### config.mk
export PLATFORM = sky130hd
export DESIGN_NAME = interlock_request_sequencer
export DESIGN_NICKNAME = d
export VERILOG_FILES = /design/src/hdl/irs_pkg.sv /design/src/hdl/irs_cfg.sv /design/src/hdl/irs_step.sv /design/src/hdl/interlock_request_sequencer.sv
export VERILOG_INCLUDE_DIRS = /design/src /design/src/hdl
export SDC_FILE = /design/constraint.sdc
export NUM_CORES = 1
export LEC_CHECK = 0
export BUFFER_PORTS_ARGS = -buffer_cell sky130_fd_sc_hd__buf_2
export CORE_MARGIN = 8
export CORE_UTILIZATION = 50
export DETAILED_ROUTE_END_ITERATION = 8
export GPL_TIMING_DRIVEN = 0
export PLACE_DENSITY = 0.78
export SLEW_MARGIN = 10
export SYNTH_ARGS = -nofsm -noshare
export SYNTH_HDL_FRONTEND = slang
export SYNTH_SLANG_ARGS = --single-unit
### constraint.sdc
create_clock -name clk_i -period 3 [get_ports clk_i]
set_clock_uncertainty 0.1 [all_clocks]
set_input_delay 0.3 -clock clk_i [delete_from_list [all_inputs] [get_ports clk_i]]
set_output_delay 0.3 -clock clk_i [all_outputs]
set_load 0.005 [all_outputs]
### src/hdl/interlock_request_sequencer_macros.svh
// ----------------------------------------------------------------------------
// Interlock request sequencer assertion macros
// Concurrent assertion helpers, empty for synthesis.
// ----------------------------------------------------------------------------
`ifndef INTERLOCK_REQUEST_SEQUENCER_MACROS_SVH
`define INTERLOCK_REQUEST_SEQUENCER_MACROS_SVH

`ifndef SYNTHESIS

`define IRS_ASSERT_IMPLIES(lbl, clk, rst_n, ante, cons, msg) \
  lbl: assert property (@(posedge clk) disable iff (!rst_n) (ante) |-> (cons)) \
    else $error(msg);

`define IRS_ASSERT_NEXT(lbl, clk, rst_n, ante, cons, msg) \
  lbl: assert property (@(posedge clk) disable iff (!rst_n) (ante) |=> (cons)) \
    else $error(msg);

`else

`define IRS_ASSERT_IMPLIES(lbl, clk, rst_n, ante, cons, msg)

`define IRS_ASSERT_NEXT(lbl, clk, rst_n, ante, cons, msg)

`endif

`endif

### src/hdl/irs_pkg.sv
// ----------------------------------------------------------------------------
// Interlock request sequencer package
// Codes, item and result types shared by the sequencer modules.
// ----------------------------------------------------------------------------
package irs_pkg;

  localparam logic [7:0] WaitTicksReset = 8'd1;
  localparam logic [7:0] ErrCountMax    = 8'hFF;

  typedef enum logic {
    OP_REQUEST = 1'b0,
    OP_TICK    = 1'b1
  } op_e;

  typedef enum logic [2:0] {
    RQ_NONE  = 3'd0,
    RQ_INIT  = 3'd1,
    RQ_OPEN  = 3'd2,
    RQ_CLOSE = 3'd3,
    RQ_ERROR = 3'd4
  } req_e;

  typedef enum logic [1:0] {
    RS_OK      = 2'd0,
    RS_ALREADY = 2'd1,
    RS_ILLEGAL = 2'd2,
    RS_PENDING = 2'd3
  } status_e;

  // Register word index on the configuration port
  typedef enum logic {
    REG_WAIT_TICKS = 1'b0
  } reg_e;

  typedef enum logic [5:0] {
    ST_UNINIT    = 6'b000001,
    ST_INITING   = 6'b000010,
    ST_INITED    = 6'b000100,
    ST_WAITFIRST = 6'b001000,
    ST_OPEN      = 6'b010000,
    ST_CLOSED    = 6'b100000
  } state_e;

  typedef logic [2:0] state_code_t;

  localparam state_code_t CodeUninit    = 3'd0;
  localparam state_code_t CodeIniting   = 3'd1;
  localparam state_code_t CodeInited    = 3'd2;
  localparam state_code_t CodeWaitFirst = 3'd3;
  localparam state_code_t CodeOpen      = 3'd4;
  localparam state_code_t CodeClosed    = 3'd5;

  typedef struct packed {
    logic       opcode;
    logic [2:0] request_code;
    logic       feedback_level;
  } item_t;

  typedef struct packed {
    logic [7:0]  error_count;
    logic        feedback_fault;
    logic        feedback_checked;
    logic        interlock_drive;
    state_code_t machine_state;
    logic [1:0]  request_status;
  } result_t;

  function automatic state_code_t state_code(state_e st);
    state_code_t code;
    code = CodeUninit;
    unique case (st)
      ST_UNINIT:    code = CodeUninit;
      ST_INITING:   code = CodeIniting;
      ST_INITED:    code = CodeInited;
      ST_WAITFIRST: code = CodeWaitFirst;
      ST_OPEN:      code = CodeOpen;
      ST_CLOSED:    code = CodeClosed;
      default:      code = CodeUninit;
    endcase
    return code;
  endfunction

endpackage

### src/hdl/irs_cfg.sv
// ----------------------------------------------------------------------------
// Interlock request sequencer configuration registers
// APB-style register file holding the wait timer reload value.
// ----------------------------------------------------------------------------
module irs_cfg (
  input  logic        clk_i,
  input  logic        rst_ni,
  input  logic        psel,
  input  logic        penable,
  input  logic        pwrite,
  input  logic [2:0]  paddr,
  input  logic [31:0] pwdata,
  output logic [31:0] prdata,
  output logic        pready,
  output logic [7:0]  wait_ticks_o
);

  logic [7:0] wait_ticks_q;
  logic       sel_wait;
  logic       wr_en;

  assign pready   = 1'b1;
  // word index is paddr[2]; byte lanes ignored
  assign sel_wait = (paddr[2] == irs_pkg::REG_WAIT_TICKS);
  assign wr_en    = psel && penable && pwrite && pready && sel_wait;

  always_ff @(posedge clk_i or negedge rst_ni) begin
    if (!rst_ni) begin
      wait_ticks_q <= irs_pkg::WaitTicksReset;
    end else if (wr_en) begin
      wait_ticks_q <= pwdata[7:0];
    end
  end

  always_comb begin
    prdata = 32'd0;
    if (sel_wait) begin
      prdata = {24'd0, wait_ticks_q};
    end
  end

  assign wait_ticks_o = wait_ticks_q;

endmodule

### src/hdl/irs_step.sv
// ----------------------------------------------------------------------------
// Interlock request sequencer step logic
// Sequencer state and the single-pass update for one request or tick item.
// ----------------------------------------------------------------------------
`include "interlock_request_sequencer_macros.svh"

module irs_step (
  input  logic              clk_i,
  input  logic              rst_ni,
  input  logic              fire_i,
  input  irs_pkg::item_t    item_i,
  input  logic [7:0]        wait_ticks_i,
  output irs_pkg::result_t  result_o
);

  irs_pkg::state_e  state_q, state_d;
  irs_pkg::req_e    pending_q, pending_d;
  logic [7:0]       timer_q, timer_d;
  logic             drive_q, drive_d;
  logic [7:0]       cnt_q, cnt_d;

  irs_pkg::status_e status;
  logic             checked;
  logic             fault;
  logic             run_step;
  logic             is_tick;

  assign is_tick = (item_i.opcode == irs_pkg::OP_TICK);

  always_comb begin
    state_d  = state_q;
    pending_d = pending_q;
    timer_d  = timer_q;
    drive_d  = drive_q;
    cnt_d    = cnt_q;
    status   = irs_pkg::RS_OK;
    checked  = 1'b0;
    fault    = 1'b0;
    run_step = 1'b0;

    if (!is_tick) begin
      if (item_i.request_code == irs_pkg::RQ_ERROR) begin
        status = irs_pkg::RS_OK;
      end else if (pending_q != irs_pkg::RQ_NONE) begin
        status = irs_pkg::RS_PENDING;
      end else begin
        case (item_i.request_code) inside
          irs_pkg::RQ_INIT: begin
            status = (state_q == irs_pkg::ST_UNINIT) ? irs_pkg::RS_OK
                                                     : irs_pkg::RS_ALREADY;
          end
          irs_pkg::RQ_OPEN, irs_pkg::RQ_CLOSE: status = irs_pkg::RS_OK;
          default: status = irs_pkg::RS_ILLEGAL;
        endcase
      end
      if (status == irs_pkg::RS_OK) begin
        pending_d = irs_pkg::req_e'(item_i.request_code);
      end
    end else begin
      checked = (state_q != irs_pkg::ST_UNINIT);
      fault   = checked && (item_i.feedback_level != drive_q);
      // step when the timer is idle or hits zero on this tick
      if (timer_q != 8'd0) begin
        timer_d = timer_q - 8'd1;
      end
      run_step = (timer_q == 8'd0) || (timer_q == 8'd1);

      if (run_step) begin
        unique case (state_q)
          irs_pkg::ST_UNINIT: begin
            pending_d = irs_pkg::RQ_NONE;
            if (pending_q == irs_pkg::RQ_INIT) begin
              timer_d = wait_ticks_i;
              state_d = irs_pkg::ST_INITING;
            end else if (pending_q != irs_pkg::RQ_NONE) begin
              if (cnt_q != irs_pkg::ErrCountMax) begin
                cnt_d = cnt_q + 8'd1;
              end
            end
          end
          irs_pkg::ST_INITING: begin
            drive_d = 1'b0;
            timer_d = wait_ticks_i;
            state_d = irs_pkg::ST_INITED;
          end
          irs_pkg::ST_INITED: begin
            timer_d = wait_ticks_i;
            state_d = irs_pkg::ST_WAITFIRST;
          end
          irs_pkg::ST_WAITFIRST: begin
            pending_d = irs_pkg::RQ_NONE;
            timer_d   = wait_ticks_i;
            if (pending_q == irs_pkg::RQ_OPEN) begin
              state_d = irs_pkg::ST_OPEN;
            end else if (pending_q == irs_pkg::RQ_CLOSE) begin
              state_d = irs_pkg::ST_CLOSED;
            end
          end
          irs_pkg::ST_OPEN: begin
            drive_d   = 1'b0;
            timer_d   = wait_ticks_i;
            pending_d = irs_pkg::RQ_NONE;
            if (pending_q == irs_pkg::RQ_CLOSE) begin
              state_d = irs_pkg::ST_CLOSED;
            end
          end
          irs_pkg::ST_CLOSED: begin
            drive_d   = 1'b1;
            timer_d   = wait_ticks_i;
            pending_d = irs_pkg::RQ_NONE;
            if (pending_q == irs_pkg::RQ_OPEN) begin
              state_d = irs_pkg::ST_OPEN;
            end
          end
          default: begin
          end
        endcase
      end
    end
  end

  always_ff @(posedge clk_i or negedge rst_ni) begin
    if (!rst_ni) begin
      state_q   <= irs_pkg::ST_UNINIT;
      pending_q <= irs_pkg::RQ_NONE;
      timer_q   <= 8'd0;
      drive_q   <= 1'b0;
      cnt_q     <= 8'd0;
    end else if (fire_i) begin
      state_q   <= state_d;
      pending_q <= pending_d;
      timer_q   <= timer_d;
      drive_q   <= drive_d;
      cnt_q     <= cnt_d;
    end
  end

  always_comb begin
    result_o.request_status   = status;
    result_o.machine_state    = irs_pkg::state_code(state_d);
    result_o.interlock_drive  = drive_d;
    result_o.feedback_checked = checked;
    result_o.feedback_fault   = fault;
    result_o.error_count      = cnt_d;
  end

  `IRS_ASSERT_NEXT(a_timer_held_on_request, clk_i, rst_ni, fire_i && !is_tick, timer_q == $past(timer_q), "timer moved on a request item")
  `IRS_ASSERT_IMPLIES(a_drive_only_on_tick, clk_i, rst_ni, drive_d != drive_q, is_tick, "drive changed outside a tick")
  `IRS_ASSERT_IMPLIES(a_count_monotonic, clk_i, rst_ni, fire_i, cnt_d >= cnt_q, "error count decreased")

endmodule

### src/hdl/interlock_request_sequencer.sv
// ----------------------------------------------------------------------------
// Interlock request sequencer
// Safety interlock request checking and state sequencing on tick items.
// ----------------------------------------------------------------------------
// One item is accepted per clock cycle while the result path is not stalled, and
// every item gives one result. An accepted item lands in an input register;
// when the result register is free or being taken, the step logic updates the
// sequencer state and writes the result register, which drives m_axis_tvalid.
// A stalled result register holds the item in the input register, which can
// still take one more item while it is empty. Write wait_ticks only while no
// item is in flight.
module interlock_request_sequencer (
  input  logic        clk_i,
  input  logic        rst_ni,
  // slave side
  input  logic        s_axis_tvalid,
  output logic        s_axis_tready,
  input  logic [7:0]  s_axis_tdata,   // [2:0] request_code, [3] feedback_level
  input  logic [0:0]  s_axis_tuser,   // [0] opcode
  // master side
  output logic        m_axis_tvalid,
  input  logic        m_axis_tready,
  // [1:0] request_status, [4:2] machine_state, [5] interlock_drive,
  // [6] feedback_checked, [7] feedback_fault, [15:8] error_count
  output logic [15:0] m_axis_tdata,
  // configuration
  input  logic        psel,
  input  logic        penable,
  input  logic        pwrite,
  input  logic [2:0]  paddr,
  input  logic [31:0] pwdata,
  output logic [31:0] prdata,
  output logic        pready
);

  logic             in_valid_q, in_valid_d;
  irs_pkg::item_t   in_item_q;
  logic             out_valid_q, out_valid_d;
  irs_pkg::result_t out_res_q;
  irs_pkg::result_t step_res;
  logic [7:0]       wait_ticks;
  logic             s_fire;
  logic             advance;

  irs_cfg u_cfg (
    .clk_i        (clk_i),
    .rst_ni       (rst_ni),
    .psel         (psel),
    .penable      (penable),
    .pwrite       (pwrite),
    .paddr        (paddr),
    .pwdata       (pwdata),
    .prdata       (prdata),
    .pready       (pready),
    .wait_ticks_o (wait_ticks)
  );

  assign advance       = in_valid_q && (!out_valid_q || m_axis_tready);
  assign s_axis_tready = !in_valid_q || advance;
  assign s_fire        = s_axis_tvalid && s_axis_tready;

  assign in_valid_d  = s_fire || (in_valid_q && !advance);
  assign out_valid_d = advance || (out_valid_q && !m_axis_tready);

  always_ff @(posedge clk_i or negedge rst_ni) begin
    if (!rst_ni) begin
      in_valid_q  <= 1'b0;
      out_valid_q <= 1'b0;
    end else begin
      in_valid_q  <= in_valid_d;
      out_valid_q <= out_valid_d;
    end
  end

  always_ff @(posedge clk_i) begin
    if (s_fire) begin
      in_item_q.opcode         <= s_axis_tuser[0];
      in_item_q.request_code   <= s_axis_tdata[2:0];
      in_item_q.feedback_level <= s_axis_tdata[3];
    end
    if (advance) begin
      out_res_q <= step_res;
    end
  end

  irs_step u_step (
    .clk_i        (clk_i),
    .rst_ni       (rst_ni),
    .fire_i       (advance),
    .item_i       (in_item_q),
    .wait_ticks_i (wait_ticks),
    .result_o     (step_res)
  );

  assign m_axis_tvalid = out_valid_q;
  assign m_axis_tdata  = out_res_q;

endmodule

After elaboration in Yosys (flattened, before gate mapping). Cells that the tools add are included.

Add/sub/neg operators: 2. Multiply operators: 0. Div/mod/pow operators: 0. $lt $le $gt $ge: 0. Equality and inequality tests: 24. Shift operators: 0. Muxes and demuxes: 32. Bitwise operators: 1. Reductions and logical operators: 28.

Operators with widths (count): two-way mux 8 bit (10); two-way mux 6 bit (6); case mux 6 bit (6 select lines) (1); case mux 8 bit (2 select lines) (1); case mux 3 bit (5 select lines) (1); == test 3 x 2 -> 1 bit (second input constant) (4); == test 6 x 2 -> 1 bit (second input constant) (2); == test 6 x 3 -> 1 bit (second input constant) (2); == test 6 x 4 -> 1 bit (second input constant) (2); == test 6 x 5 -> 1 bit (second input constant) (2); == test 6 bit (second input constant) (2); two-way mux 3 bit (4); two-way mux 2 bit (5); adder 8 x 1 -> 8 bit (second input constant) (1); == test 8 x 1 -> 1 bit (second input constant) (1); logical AND 1 bit (8); zero test 8 bit (1); != test 8 bit (second input constant) (1); nonzero test 8 bit (1); subtractor 8 x 1 -> 8 bit (second input constant) (1); == test 3 x 1 -> 1 bit (second input constant) (2); == test 6 x 1 -> 1 bit (second input constant) (1); != test 6 x 1 -> 1 bit (second input constant) (1); logical OR 1 bit (5); other kinds (16) (22).

Bits in registers: 57. Latch bits: 0. RAM bits: 0. Bits in read-only memories: 0. Input port bits: 51. Output and inout port bits: 51. Memories kept: 0.

Depth between registers and ports, before layout.
Depth in word-level cells: 10. Depth in mapped cells: 9. Depth with buffers taken out: 8.

Cells and area by module. Synthesis repeated with hierarchy kept, for this count alone.

Cell total of the unflattened synthesis: 319. Area, all modules: 3348.2 sq um.

Modules (own cells, without submodules): irs_step (times used 1, cells an instance 238, area each 2033.2 sq um, sequential area each 651.9 sq um); interlock_request_sequencer (times used 1, cells an instance 29, area each 734.5 sq um, sequential area each 680.7 sq um); irs_cfg (times used 1, cells an instance 52, area each 580.6 sq um, sequential area each 201.4 sq um).

Worst setup path after synthesis. No wires, ideal clock.

Path kind: register to register. Start point: register u_step.timer_q[0]. End point: register u_step.cnt_q[6]. Library setup time: 0.125 ns. Data arrival time: 2.318 ns. Setup slack: 0.458 ns. Stages on the path, launching flop included: 10. Path buffers: 1. Clock period less this slack: 2.542 ns. Path through: dfrtp_1 -> inv_1 -> ha_1 -> or2_2 -> buf_2 -> nand4_1 -> or3_4 -> nor3_1 -> mux2_2 -> mux2_2.

RTL lines: start: declaration (RTL line irs_step.sv:18) `logic [7:0] timer_q, timer_d;`; start signal: assignment (RTL line irs_step.sv:132) `timer_q <= timer_d;`; end signal: assignment (RTL line irs_step.sv:134) `cnt_q <= cnt_d;`; end: declaration (RTL line irs_step.sv:20) `logic [7:0] cnt_q, cnt_d;`.

Final worst setup path.
Start point: register u_step.state_q[2]. End point: register u_step.state_q[3].

Word-level cells in the longest chain between the ends: 4.

Ends and longest elaborated chain: start: declaration (RTL line irs_step.sv:16) `irs_pkg::state_e state_q, state_d;`; start signal: assignment (RTL line irs_step.sv:124) `state_q <= irs_pkg::ST_UNINIT;`; start signal: assignment (RTL line irs_step.sv:130) `state_q <= state_d;`; == test 6 bit, or another cell as far along (RTL line irs_step.sv:69) `unique case (state_q)`; case mux 6 bit (6 select lines) (*) (RTL line irs_step.sv:69); two-way mux 6 bit (*) (RTL line irs_step.sv:68) `if (run_step) begin`; two-way mux 6 bit (*) (RTL line irs_step.sv:41) `if (!is_tick) begin`.

Every way passes the cells marked *; elsewhere a longest branch is shown, timed or not. A chain may end at the register's enable or synchronous reset.

==> impl_metrics.json <==
{
  "status": "finished clean",
  "cp_data_arrival_time_ns": 2.84,
  "synth_top_family_by_area": "simple AND/OR/NAND/NOR gates",
  "gr-total-overflow": 0,
  "reg2regPathDepth": 8,
  "clockRootBuffer": "clkbuf_8",
  "multiInputGateArea_sq_um": 1640,
  "yosysUniqueCellTypes": 65,
  "n_antenna_cell": 0,
  "clkTransAtPathRegs_ns": 0.07,
  "ys_top_cells_by_count": "dfrtp_1 (34), buf_4 (26), nor2_1 (22), edfxtp_1 (21), nand2_1 (21)",
  "synthCells": 328,
  "drive_above_1_share_pct": 32.5,
  "grt_antenna_before_repair": 0,
  "min_path_type": "in2reg",
  "fillCellCount": 557,
  "seqCellArea_sq_um": 1530,
  "die-area_sq_um": 9670,
  "crit-reg2reg-launch": "u_step.state_q[2]$_DFFE_PN0P_",
  "worstPathMaxFanout": 9,
  "critPathRequiredTime_ns": 3.09,
  "rows": 30,
  "timing.setup.tns_ns": 0,
  "path_class": "reg2reg",
  "timing.rr.end": "u_step.state_q[3]$_DFFE_PN0P_",
  "cp_common_cell": "buf_6",
  "cts_made_buffers": 9,
  "async_flop_share_pct": 63.2,
  "synthToLayoutAreaGrowth_pct": 21.1,
  "hold_path.startpoint": "s_axis_tdata[0]",
  "start_util_pct": 50.7,
  "whs_path_depth": 1,
  "cts_num_sinks": 57,
  "layout.nets": 466,
  "critPathTopFamily": "compound AO/OA/AOI/OAI gates",
  "synth-adder-area-share_pct": 1.48,
  "synthMuxAreaShare_pct": 5.94,
  "path_buf_inv": 2,
  "gp_congestion": 0.910,
  "die_x_um": 98.3,
  "track_usage_pct": 17.3,
  "rsz0062_at_grt": "no",
  "slew_headroom_pct": 44.4,
  "tightest_slew_ns": 0.835,
  "powerDensity_nw_per_um2": 562,
  "core_area_sq_um": 6680,
  "ant_nets": 0,
  "synth_xor_area_share_pct": 3.10,
  "maxCapViolations": 0,
  "grt_pass1_wl_mm": 13.4,
  "grt_start_max_net_pins": 37,
  "setup_viol": 0,
  "io_pins": 102,
  "hold_viol_final": 0,
  "cts_tree": "done",
  "path_cells": "buf_6 -> or3_4 -> or3_1 -> buf_6 -> a31oi_1 -> nand2_1 -> a211oi_1 -> o22ai_1",
  "cp-start-kind": "flip-flop",
  "synth-edff-count": 21,
  "ff2ff_setup_slack_ns": 0.24,
  "end_kind": "flip-flop",
  "p_leak_nw": 1.77,
  "grt_pass1_vias": 2830,
  "die_h_um": 98.3,
  "max-vdd-ir-drop_mv": 0.471,
  "total_power_mw": 2.31,
  "clock_latency_ns": 0.35,
  "synth_compound_area_share_pct": 14.3,
  "cts_buffer_depth": 2,
  "wire_per_inst_um": 16.1,
  "portBuffers": 46,
  "htree_num_levels": 3,
  "crit_slowest_cell": "a211oi_1",
  "synthTopCellsByArea": "dfrtp_1 (25%), edfxtp_1 (19%), buf_4 (5.8%), mux2_2 (5.6%), nor2_1 (2.4%)",
  "period_needed_ns": 2.76,
  "timing.fmax_ghz": 0.363,
  "synth_area_leader_cell": "dfrtp_1",
  "first_pass_iters": 6,
  "yosys.cell_count.top_type": "dfrtp_1",
  "drt_wl_total_mm": 8.01,
  "drtIter0Drc": 148,
  "vias_per_cell": 5.58,
  "vias": 2769,
  "synth_top_area_share_pct": 25.1,
  "critPathMaxStageDelay_ns": 0.44,
  "finalMaxSlewViolations": 0,
  "syn_area_per_cell_sq_um": 10.3,
  "ys.flop_type": "dfrtp_1",
  "netlist_area_sq_um": 3390,
  "fin_crit_sh_pct": 91.9,
  "drc": 0,
  "synth_seq_area_share_pct": 45.3,
  "holdPathEnd": "in_item_q[1]$_DFFE_PP_",
  "post-dp-hpwl_mm": 5.71,
  "synth_seq_cells": 57,
  "yosys_warnings": 0,
  "synth_simple_gate_area_share_pct": 20.5
}
[repair_timing]
action / 4_1_cts / 5_1_grt
endpoints found under the setup margin: 0 / 1
gates resized for setup: 0 / 1
endpoints found under the hold margin: 34 / 0
hold buffers: 1 / 0
buffers inserted: 0 / 2
[area by class of cell]
cell class	count	share of cell area [%]
clock inverter	7	3.44
timing repair buffer	49	6.22
inverter	11	1.01
clock buffer	9	3.02
tap	80	2.44
buffer	35	6.61
sequential	57	37.4
multi-input combinational	248	39.9
[worst max path at each step]
| stage | startpoint | end | slack (ns) | cells after the start |
|---|---|---|---|---|
| 4_1_cts | u_step.state_q[4]$_DFFE_PN0P_ | u_step.cnt_q[6]$_DFFE_PN0P_ | 0.11 | 7 |
| 6_report | u_step.state_q[2]$_DFFE_PN0P_ | u_step.state_q[3]$_DFFE_PN0P_ | 0.24 | 8 |
| 3_5_place_dp | u_step.state_q[4]$_DFFE_PN0P_ | u_step.cnt_q[6]$_DFFE_PN0P_ | 0.15 | 7 |
| 5_1_grt | u_step.timer_q[3]$_DFFE_PN0P_ | u_step.cnt_q[7]$_DFFE_PN0P_ | 0.04 | 7 |
| 3_3_place_gp | u_step.state_q[4]$_DFFE_PN0P_ | u_step.cnt_q[6]$_DFFE_PN0P_ | 0.14 | 7 |
| 2_1_floorplan | u_step.timer_q[0]$_DFFE_PN0P_ | u_step.cnt_q[6]$_DFFE_PN0P_ | 0.46 | 9 |
[per-stage QoR]
stage	instance area, sq um	utilization (%)	instances	hold WS (ns)	setup WS (ns)
floorplan	3480	-	351	-0.0956	0.458
global placement	3810	57.0	477	0.331	0.144
detailed placement	3810	57.0	477	0.341	0.153
CTS	4080	61.1	494	0.0101	0.114
global route	4110	61.4	496	0.00646	0.0372
finish	4110	61.4	496	0.0267	0.242
[worst reg2reg max path: stages (launching register included)]
cell	delay, ns
dfrtp_1	0.37
buf_6	0.14
or3_4	0.38
or3_1	0.38
buf_6	0.15
a31oi_1	0.31
nand2_1	0.16
a211oi_1	0.44
o22ai_1	0.18
[logic make-up after synthesis]
logic type               Yosys count
AND/OR/NAND/NOR                  122
buffers and inverters             46
multiplexers                      18
XOR/XNOR                          12
flip-flops                        57
AO/OA/AOI/OAI                     67
other                              2
adder cells (fa/ha/maj)            4
[power by group]
| part | internal [mW] | switching, mW |
|---|---|---|
| Sequential | 0.896 | 0.0708 |
| Combinational | 0.178 | 0.198 |
| Clock | 0.637 | 0.326 |
[placed cells by master, fill, tap and decap left out, drive strengths merged, types with 8 or more instances in the layout]
cell     n
nand3    8
o21ai   15
nor2    22
edfxtp  21
nand4    8
inv     12
mux2    17
nand2b   8
nor2b   11
nand2   21
conb    25
clkbuf  12
nor3    13
dfrtp   34
buf     80
or3      9
[registers in the layout, indices dropped and copies added, names as in the netlist, 3 cells and up]
register            flops
u_step.timer_q          8
m_axis_tdata           16
u_step.pending_q        3
in_item_q               5
u_step.cnt_q            8
u_step.state_q          6
u_cfg.wait_ticks_o      8
[layer usage]
layer / vias up / track usage, % / share of wire (%)
met5: - / 0 / 0
met4: 0 / 8.74 / 1.8
met3: 12 / 4.91 / 6.2
met2: 101 / 27.7 / 49
met1: 1331 / 20.7 / 43
li1: 1325 / - / -
No activity file was read; power rests on OpenSTA's default activity.
